`config.mk`:
```
export PLATFORM = sky130hd
export DESIGN_NAME = hill_cipher_3x3_decrypt_top
export DESIGN_NICKNAME = d
export VERILOG_FILES = /design/src/hcd_pkg.sv /design/src/hill_cipher_3x3_decrypt_top.sv /design/src/hcd_keyinv.sv /design/src/hcd_cell.sv
export SDC_FILE = /design/constraint.sdc
export NUM_CORES = 2
export LEC_CHECK = 0
export CAP_MARGIN = 30
export CELL_PAD_IN_SITES_DETAIL_PLACEMENT = 1
export CELL_PAD_IN_SITES_GLOBAL_PLACEMENT = 1
export CORE_MARGIN = 8
export CORE_UTILIZATION = 40
export DETAILED_ROUTE_END_ITERATION = 10
export DONT_BUFFER_PORTS = 1
export GPL_TIMING_DRIVEN = 0
export PLACE_DENSITY = 0.71
export SETUP_SLACK_MARGIN = 0.02
export SLEW_MARGIN = 25
export SYNTH_ARGS = -nofsm -noshare
export SYNTH_HDL_FRONTEND = slang
export SYNTH_SLANG_ARGS = --single-unit
```
`constraint.sdc`:
```
create_clock -name i_clk -period 26.5 [get_ports i_clk]
set_input_delay 5.3 -clock i_clk [delete_from_list [all_inputs] [get_ports i_clk]]
set_output_delay 5.3 -clock i_clk [all_outputs]
set_load 0.005 [all_outputs]
```
`src/hcd_pkg.sv`:
```
// Shared types, constants and mod-26 helpers for the 3x3 Hill decryption block.
// No dependencies; every other file in src imports this package.
`default_nettype none

package hcd_pkg;

    localparam int MOD_BASE   = 26;
    localparam int UPPER_BASE = 65;
    localparam int LOWER_BASE = 97;
    localparam int KEY_W      = 45;
    localparam int VAL_W      = 5;
    localparam int LETTER_W   = 8;
    localparam int PLAIN_W    = 7;

    typedef enum logic [2:0] {
        KI_IDLE,
        KI_ADJ,
        KI_DET,
        KI_RECIP,
        KI_INV
    } t_kinv_state;

    // Data passed from one cell of the decode chain to the next.
    typedef struct packed {
        logic                        valid;
        logic                        bad;
        logic [2:0][VAL_W-1:0]       acc;
        logic [2:0][VAL_W-1:0]       w;
    } t_cell_bus;

    // Inverse key matrix, indexed [row][col], plus status of the key unit.
    typedef struct packed {
        logic [2:0][2:0][VAL_W-1:0]  m;
        logic                        singular;
        logic                        busy;
    } t_inv_key;

    // Reduces a value below 2048 to 0..25 by conditional subtraction.
    function automatic logic [VAL_W-1:0] mod26(input logic [10:0] v);
        logic [10:0] r;
        r = v;
        if (r >= 11'(MOD_BASE * 64)) r = r - 11'(MOD_BASE * 64);
        if (r >= 11'(MOD_BASE * 32)) r = r - 11'(MOD_BASE * 32);
        if (r >= 11'(MOD_BASE * 16)) r = r - 11'(MOD_BASE * 16);
        if (r >= 11'(MOD_BASE * 8))  r = r - 11'(MOD_BASE * 8);
        if (r >= 11'(MOD_BASE * 4))  r = r - 11'(MOD_BASE * 4);
        if (r >= 11'(MOD_BASE * 2))  r = r - 11'(MOD_BASE * 2);
        if (r >= 11'(MOD_BASE))      r = r - 11'(MOD_BASE);
        return r[VAL_W-1:0];
    endfunction

    // Multiplicative inverse mod 26; zero when none exists.
    function automatic logic [VAL_W-1:0] inv26(input logic [VAL_W-1:0] a);
        logic [VAL_W-1:0] r;
        case (a)
            5'd1:    r = 5'd1;
            5'd3:    r = 5'd9;
            5'd5:    r = 5'd21;
            5'd7:    r = 5'd15;
            5'd9:    r = 5'd3;
            5'd11:   r = 5'd19;
            5'd15:   r = 5'd7;
            5'd17:   r = 5'd23;
            5'd19:   r = 5'd11;
            5'd21:   r = 5'd5;
            5'd23:   r = 5'd17;
            5'd25:   r = 5'd25;
            default: r = 5'd0;
        endcase
        return r;
    endfunction

endpackage

`default_nettype wire

```
`src/hill_cipher_3x3_decrypt_top.sv`:
```
// Top level of the 3x3 Hill cipher decryption block (mod 26).
// Depends on hcd_pkg, hcd_keyinv and hcd_cell.
//
// Usage:
//   Configuration: write the 45-bit key on i_cfg_data with i_cfg_valid; it is taken
//   when o_cfg_ready is high. The key unit then inverts the matrix in nine adjugate
//   steps, one determinant step, one reciprocal step and nine scaling steps of a
//   shared mod-26 multiplier; meanwhile busy is high and no request is taken.
//   Requests: three ciphertext bytes are taken at an edge with start high and
//   busy low. One request may be taken every cycle.
//   Results: o_result_strobe marks one cycle with the plain letters and the two
//   flags, once the request has passed the decode register, which loads at the edge
//   that took it, then three chain cells and the output register.
//   The receiver cannot stall; results are never held.
//   A singular key or a non-letter byte gives 'A' letters and the matching flag.
//   Reset: the key clears to zero, which is singular, and the block is idle at once.
`default_nettype none

module hill_cipher_3x3_decrypt_top
    import hcd_pkg::*;
(
    input  wire logic                 i_clk,
    input  wire logic                 i_rst_n,
    input  wire logic                 start,
    output logic                      busy,
    input  wire logic [LETTER_W-1:0]  i_letter_first,
    input  wire logic [LETTER_W-1:0]  i_letter_second,
    input  wire logic [LETTER_W-1:0]  i_letter_third,
    input  wire logic                 i_cfg_valid,
    input  wire logic [KEY_W-1:0]     i_cfg_data,
    output logic                      o_cfg_ready,
    output logic                      o_result_strobe,
    output logic [PLAIN_W-1:0]        o_plain_first,
    output logic [PLAIN_W-1:0]        o_plain_second,
    output logic [PLAIN_W-1:0]        o_plain_third,
    output logic                      o_key_singular,
    output logic                      o_bad_letter
);

    t_inv_key                   inv_key;
    t_cell_bus                  chain [0:3];
    t_cell_bus                  r_dec, n_dec;
    logic [2:0][LETTER_W-1:0]   letters;
    logic [2:0]                 not_letter;
    logic                       r_strobe;
    logic [2:0][PLAIN_W-1:0]    r_plain, n_plain;
    logic                       r_singular, r_bad;

    hcd_keyinv u_keyinv (
        .i_clk       (i_clk),
        .i_rst_n     (i_rst_n),
        .i_cfg_valid (i_cfg_valid),
        .i_cfg_data  (i_cfg_data),
        .o_cfg_ready (o_cfg_ready),
        .o_key       (inv_key)
    );

    assign busy    = inv_key.busy;
    assign letters = {i_letter_third, i_letter_second, i_letter_first};

    always_comb begin
        n_dec.valid = start && !busy;
        n_dec.acc   = '0;
        for (int n = 0; n < 3; n++) begin
            not_letter[n] = 1'b0;
            if (letters[n] >= 8'(UPPER_BASE) && letters[n] <= 8'(UPPER_BASE + 25)) begin
                n_dec.w[n] = 5'(letters[n] - 8'(UPPER_BASE));
            end else if (letters[n] >= 8'(LOWER_BASE) && letters[n] <= 8'(LOWER_BASE + 25)) begin
                n_dec.w[n] = 5'(letters[n] - 8'(LOWER_BASE));
            end else begin
                n_dec.w[n]    = '0;
                not_letter[n] = 1'b1;
            end
        end
        n_dec.bad = |not_letter;
    end

    always_ff @(posedge i_clk) begin
        if (!i_rst_n) begin
            r_dec.valid <= 1'b0;
        end else begin
            r_dec.valid <= n_dec.valid;
        end
    end

    always_ff @(posedge i_clk) begin
        r_dec.bad <= n_dec.bad;
        r_dec.acc <= n_dec.acc;
        r_dec.w   <= n_dec.w;
    end

    assign chain[0] = r_dec;

    // Cell g folds in column g of the inverse key against letter g.
    for (genvar g = 0; g < 3; g++) begin : g_cells
        logic [2:0][VAL_W-1:0] col;
        always_comb begin
            for (int i = 0; i < 3; i++) begin
                col[i] = inv_key.m[i][g];
            end
        end
        hcd_cell u_cell (
            .i_clk   (i_clk),
            .i_rst_n (i_rst_n),
            .i_bus   (chain[g]),
            .i_col   (col),
            .o_bus   (chain[g+1])
        );
    end

    always_comb begin
        for (int i = 0; i < 3; i++) begin
            if (inv_key.singular || chain[3].bad) begin
                n_plain[i] = 7'(UPPER_BASE);
            end else begin
                n_plain[i] = 7'(UPPER_BASE) + 7'(chain[3].acc[i]);
            end
        end
    end

    always_ff @(posedge i_clk) begin
        if (!i_rst_n) begin
            r_strobe <= 1'b0;
        end else begin
            r_strobe <= chain[3].valid;
        end
    end

    always_ff @(posedge i_clk) begin
        r_plain    <= n_plain;
        r_singular <= inv_key.singular;
        r_bad      <= chain[3].bad;
    end

    assign o_result_strobe = r_strobe;
    assign o_plain_first   = r_plain[0];
    assign o_plain_second  = r_plain[1];
    assign o_plain_third   = r_plain[2];
    assign o_key_singular  = r_singular;
    assign o_bad_letter    = r_bad;

endmodule

`default_nettype wire

```
`src/hcd_keyinv.sv`:
```
// Key register and sequential mod-26 inversion of the 3x3 key matrix.
// Depends on hcd_pkg for types, the state enum and the mod-26 helpers.
`default_nettype none

module hcd_keyinv
    import hcd_pkg::*;
(
    input  wire logic               i_clk,
    input  wire logic               i_rst_n,
    input  wire logic               i_cfg_valid,
    input  wire logic [KEY_W-1:0]   i_cfg_data,
    output logic                    o_cfg_ready,
    output t_inv_key                o_key
);

    localparam logic [10:0] ADJ_BIAS = 11'(MOD_BASE * MOD_BASE);

    t_kinv_state                  r_state, n_state;
    logic [3:0]                   r_step, n_step;
    logic [1:0]                   r_jcnt, n_jcnt;
    logic [2:0][2:0][VAL_W-1:0]   r_key, n_key;
    logic [8:0][VAL_W-1:0]        r_sr, n_sr;
    logic [VAL_W-1:0]             r_det, n_det;
    logic [VAL_W-1:0]             r_dinv, n_dinv;

    logic [9:0]                   prod_a, prod_b, prod_inv;
    logic [9:0]                   det_p0, det_p1, det_p2;
    logic [VAL_W-1:0]             adj_val, inv_val, det_val, load_v;
    logic                         cfg_wr;

    assign cfg_wr = i_cfg_valid && o_cfg_ready;

    // The key is kept rotated so each adjugate term is read at fixed places:
    // rows turn every step, columns every third step.
    assign prod_a   = 10'(r_key[1][1]) * 10'(r_key[2][2]);
    assign prod_b   = 10'(r_key[1][2]) * 10'(r_key[2][1]);
    assign adj_val  = mod26(11'(prod_a) + ADJ_BIAS - 11'(prod_b));
    assign prod_inv = 10'(r_sr[0]) * 10'(r_dinv);
    assign inv_val  = mod26(11'(prod_inv));
    assign det_p0   = 10'(r_key[0][0]) * 10'(r_sr[0]);
    assign det_p1   = 10'(r_key[0][1]) * 10'(r_sr[3]);
    assign det_p2   = 10'(r_key[0][2]) * 10'(r_sr[6]);
    assign det_val  = mod26(11'(det_p0) + 11'(det_p1) + 11'(det_p2));

    always_ff @(posedge i_clk) begin
        if (!i_rst_n) begin
            r_state <= KI_IDLE;
            r_step  <= '0;
            r_jcnt  <= '0;
            r_key   <= '0;
            r_dinv  <= '0;
        end else begin
            r_state <= n_state;
            r_step  <= n_step;
            r_jcnt  <= n_jcnt;
            r_key   <= n_key;
            r_dinv  <= n_dinv;
        end
    end

    always_ff @(posedge i_clk) begin
        r_sr  <= n_sr;
        r_det <= n_det;
    end

    always_comb begin
        n_state = r_state;
        n_step  = r_step;
        n_jcnt  = r_jcnt;
        n_key   = r_key;
        n_sr    = r_sr;
        n_det   = r_det;
        n_dinv  = r_dinv;
        load_v  = '0;
        case (r_state)
            KI_IDLE: begin
                if (cfg_wr) begin
                    for (int e = 0; e < 9; e++) begin
                        load_v = i_cfg_data[VAL_W*e +: VAL_W];
                        if (load_v >= 5'(MOD_BASE)) load_v = load_v - 5'(MOD_BASE);
                        n_key[e/3][e%3] = load_v;
                    end
                    n_step  = '0;
                    n_jcnt  = '0;
                    n_state = KI_ADJ;
                end
            end
            KI_ADJ: begin
                n_sr = {adj_val, r_sr[8:1]};
                for (int r = 0; r < 3; r++) begin
                    for (int c = 0; c < 3; c++) begin
                        if (r_jcnt == 2'd2) n_key[r][c] = r_key[(r+1)%3][(c+1)%3];
                        else                n_key[r][c] = r_key[(r+1)%3][c];
                    end
                end
                n_jcnt = (r_jcnt == 2'd2) ? 2'd0 : r_jcnt + 2'd1;
                if (r_step == 4'd8) begin
                    n_step  = '0;
                    n_state = KI_DET;
                end else begin
                    n_step = r_step + 4'd1;
                end
            end
            KI_DET: begin
                n_det   = det_val;
                n_state = KI_RECIP;
            end
            KI_RECIP: begin
                n_dinv  = inv26(r_det);
                n_state = KI_INV;
            end
            KI_INV: begin
                n_sr = {inv_val, r_sr[8:1]};
                if (r_step == 4'd8) begin
                    n_step  = '0;
                    n_state = KI_IDLE;
                end else begin
                    n_step = r_step + 4'd1;
                end
            end
            default: begin
                n_state = KI_IDLE;
            end
        endcase
    end

    assign o_cfg_ready = (r_state == KI_IDLE);

    always_comb begin
        for (int r = 0; r < 3; r++) begin
            for (int c = 0; c < 3; c++) begin
                o_key.m[r][c] = r_sr[r*3 + c];
            end
        end
        o_key.singular = (r_dinv == '0);
        o_key.busy     = (r_state != KI_IDLE);
    end

    a_cfg_starts: assert property (@(posedge i_clk) disable iff (!i_rst_n)
        cfg_wr |=> (r_state == KI_ADJ) && (r_step == 4'd0))
        else $error("config write did not start key inversion");

    a_step_range: assert property (@(posedge i_clk) disable iff (!i_rst_n)
        (r_step <= 4'd8) && (r_jcnt <= 2'd2))
        else $error("sequencer counter out of range");

    a_inv_done: assert property (@(posedge i_clk) disable iff (!i_rst_n)
        (r_state == KI_INV) && (r_step == 4'd8) |=> (r_state == KI_IDLE))
        else $error("inversion did not return to idle");

    a_adj_to_det: assert property (@(posedge i_clk) disable iff (!i_rst_n)
        (r_state == KI_ADJ) && (r_step == 4'd8) |=> (r_state == KI_DET) && (r_jcnt == 2'd0))
        else $error("adjugate pass left the key rotated");

endmodule

`default_nettype wire

```
`src/hcd_cell.sv`:
```
// One cell of the decode chain: adds one key column times one letter, mod 26.
// Depends on hcd_pkg for the cell bus type and the mod-26 helper.
`default_nettype none

module hcd_cell
    import hcd_pkg::*;
(
    input  wire logic                  i_clk,
    input  wire logic                  i_rst_n,
    input  wire t_cell_bus             i_bus,
    input  wire logic [2:0][VAL_W-1:0] i_col,
    output t_cell_bus                  o_bus
);

    t_cell_bus         r_bus, n_bus;
    logic [2:0][9:0]   prod;

    always_comb begin
        n_bus = i_bus;
        for (int i = 0; i < 3; i++) begin
            prod[i]      = 10'(i_col[i]) * 10'(i_bus.w[0]);
            n_bus.acc[i] = mod26(11'(i_bus.acc[i]) + 11'(prod[i]));
        end
        // The letter used here is dropped; the next cell sees the following one first.
        n_bus.w = {{VAL_W{1'b0}}, i_bus.w[2], i_bus.w[1]};
    end

    always_ff @(posedge i_clk) begin
        if (!i_rst_n) begin
            r_bus.valid <= 1'b0;
        end else begin
            r_bus.valid <= n_bus.valid;
        end
    end

    always_ff @(posedge i_clk) begin
        r_bus.bad <= n_bus.bad;
        r_bus.acc <= n_bus.acc;
        r_bus.w   <= n_bus.w;
    end

    assign o_bus = r_bus;

endmodule

`default_nettype wire
```
==> summary.txt <==
Syn. warnings - 0
Most used cell, CP - ha_1
Post-synth ARST share - 0%
Reg-to-reg startpoint - g_cells[0].u_cell.o_bus[4]
Antenna viol nets, final - 0
Worst Setup End Kind - register
Number of global-route vias before repair - 38,800
Slew @ Worst Pin - 0.935 ns
WS Path Type - reg2reg
Initial core utilization - 40.2%
Share of the synthesized area in the top cell type - 13.5%
DIE HEIGHT - 333 um
First-pass GRT wire length - 197,000 um
Clock skew - 0.0222 ns
Crit path largest cell delay - 0.57 ns
Filler Cells Inserted - 12,300
Synth Area in XOR/XNOR - 5.44%
Top cells by area, synth - ha_1 13%, fa_1 10%, dfxtp_1 8.1%, inv_1 5.2%, nand2_1 4.2%
Inst Count DP - 6,397
Worst Hold Endpoint - g_cells[1].u_cell.o_bus[1]
Synth Area in Adders - 24.0%
Post-synthesis compound-gate area fraction - 25.3%
Hold_sp - g_cells[0].u_cell.o_bus[6]
Final Non-Filler Cells - 6,456
Post-synth top cells - 556 x inv_1, 451 x nand2_1, 431 x ha_1
Worst R2R Setup Slack - 10.98 ns
Post-CTS setup buffers - 0
First-pass detailed-route iteration total - 7
Fmax - 64.4 MHz
Worst path slowest cell - dfxtp_1
Relative slew slack - 37.5%
Hold Path Class - reg2reg
Worst EP required - 27.02 ns
Max-cap violation count - 0
FF-to-FF path depth - 59
Residual DRC - 0
Die width - 333 um
# rows - 116
Hold buffer count at CTS - 0
Std-Cell Core Area - 99,700 um^2
Die area - 111,000 um^2
CP arrival - 16.04 ns
Initial antenna violation count - 4
Worst reg2reg path endpoint - g_cells[1].u_cell.o_bus[29]
Area delta synth->final - 6.74%
GR Overflow Total - 0
IO Pins - 99
Status - finished, final reports clean
Most common cell in the synthesized netlist - inv_1
Endpoints failing setup - 0
Final worst path period need - 15.52 ns
Post-Syn Area - 40,100 um^2
Simple-gate area share of the yosys netlist - 22.9%
Hold Path Depth - 0
Final Wtd Congestion - 0.857
Seq/Total Area, Yosys - 11.9%
Setup tns final - 0 ns
Worst skew pair latency - 0.61 ns
Cells after Synth - 5,095
I/O Buffers - 0
Initial drt markers - 2,026
Fin. max-slew vios - 0
Vias per inst - 5.85
Worst-path maximum fanout - 10
H-tree depth - 1
Utilization after layout - 42.9%
Startpoint Class - register
CTS resizes - 0
Final nets - 5,848
Cell taking the most area after synthesis - ha_1
CTS buffer count - 30
CTS sink cnt - 213
Synthesized area per cell - 7.87 um^2
Mux cell area share after synthesis - 3.85%
Number of synthesized flops with an enable pin - 50
Drt total wl - 119,000 um
Clock slew at reported path FFs - 0.07 ns
Largest net degree at the start of global routing - 37
Post-synthesis register bit count - 213
DR WL/cell - 18.4 um
Synth unique cells - 139
Overall Global Routing Usage - 20.6%
CTS root buffer - clkbuf_16
Clock Path Buffers - 3
Dpl hpwl - 96,800 um
DR vias - 37,800
Period utilization - 58.6%
Final hold vios - 0
TritonCTS clock tree - done
Top FF cell, synth - dfxtp_1
Share of post-route cells with drive strength above 1 - 5.37%
Largest family of logic cells by synthesized area - compound AO/OA/AOI/OAI gates
RSZ-0062 raised after global routing - false
-- placed cells by master (no fill, tap or decap), types with 26 or more instances in the layout --
cell type  Yosys  final
nand3_1      144    144
o21ai_0      211    210
o211a_1       30     30
a21oi_1      204    204
or2_2         38     38
edfxtp_1      50     50
nand2b_1      34     34
mux2i_1      110    110
and2_1       259    259
and3_1        58     58
nor3_1       141    140
o2111ai_1     26     26
xor2_1        57     57
a21o_1        59     59
o22ai_1       26     26
inv_1        556    555
nand2_1      451    451
a31oi_1       58     58
o31ai_1       36     36
clkbuf_1     100    106
nor4_1        45     45
mux2_2        36     36
dfxtp_1      163    163
o21a_1        54     54
a311oi_1      29     29
a211o_1       30     30
o211ai_1      69     69
ha_1         431    431
nor2b_1       37     37
clkbuf_16      0     30
or3_1         54     54
nor2_1       338    338
xnor2_1      178    178
a211oi_1     137    137
fa_1         210    210
nand4_1       34     34
-- final cells by class --
type	count	area, um^2	share of cell area [%]
Sequential cell	213	4760	11.1
Tap cell	1298	1620	3.80
Clock inverter	16	199	0.465
Inverter	574	2160	5.04
Multi-Input combinational cell	4186	32700	76.4
Antenna cell	1	2.50	0.00585
Timing Repair Buffer	5	46.3	0.108
Clock buffer	39	815	1.90
Buffer	124	510	1.19
-- how the worst max path moves through the flow --
stage | slack (ns) | to | cells past startpoint | start
final | 10.98 | g_cells[1].u_cell.o_bus[29] | 59 | g_cells[0].u_cell.o_bus[4]
after global routing | 9.69 | g_cells[1].u_cell.o_bus[29] | 60 | g_cells[0].u_cell.o_bus[4]
after CTS | 11.17 | g_cells[1].u_cell.o_bus[29] | 59 | g_cells[0].u_cell.o_bus[4]
after detailed placement | 11.29 | g_cells[1].u_cell.o_bus[26] | 59 | g_cells[0].u_cell.o_bus[4]
after global placement | 11.54 | g_cells[1].u_cell.o_bus[26] | 60 | g_cells[0].u_cell.o_bus[4]
after floorplan | 14.35 | g_cells[1].u_cell.o_bus[29] | 60 | g_cells[0].u_cell.o_bus[4]
-- layer usage --
layer	routed length [um]	up-vias	global-route usage [%]	share of wire, %
li1	-	18600	-	-
met1	56500	18600	27.4	48
met2	55700	507	35.8	47
met3	3890	133	2.29	3.3
met4	2600	0	4.45	2.2
met5	0	-	0	0
-- cells by family after synthesis --
group | Yosys count
xor+xnor | 241
other cells | 1
fa+ha+maj | 642
compound gates | 1364
simple gates | 1787
mux | 149
flops | 213
buf+inv | 698
-- sequential cells by signal (all words and copies together) (netlist names) --
register	cells
u_keyinv.r_det	5
o_bad_letter	1
u_keyinv.r_key	45
chain	17
o_result_strobe	1
u_keyinv.r_jcnt	2
u_keyinv.r_step	4
g_cells.u_cell.o_bus	66
o_plain_third	6
o_plain_first	6
u_keyinv.r_dinv	5
o_key_singular	1
o_plain_second	6
u_keyinv.r_state	3
u_keyinv.o_key	45
-- critical path: cells and delay by family, from the launching register on --
kind | cells | cell delay, ns
fa+ha+maj | 11 | 3.69
buf+inv | 8 | 1.35
simple gates | 11 | 2.23
compound gates | 21 | 5.59
flops | 1 | 0.57
mux | 2 | 0.47
xor+xnor | 6 | 1.48
-- per-stage QoR --
stage | area [um^2] | hold WS (ns) | worst slack (ns)
after detailed placement | 41800 | 0.313 | 11.29
after floorplan | 40100 | 0.310 | 14.35
after global routing | 42800 | 0.331 | 9.69
after global placement | 41700 | 0.312 | 11.54
final | 42800 | 0.325 | 10.98
after CTS | 42800 | 0.322 | 11.17
Power is not shown: default switching activity piles up to over one toggle a cycle in this logic, so the estimate is an artifact.
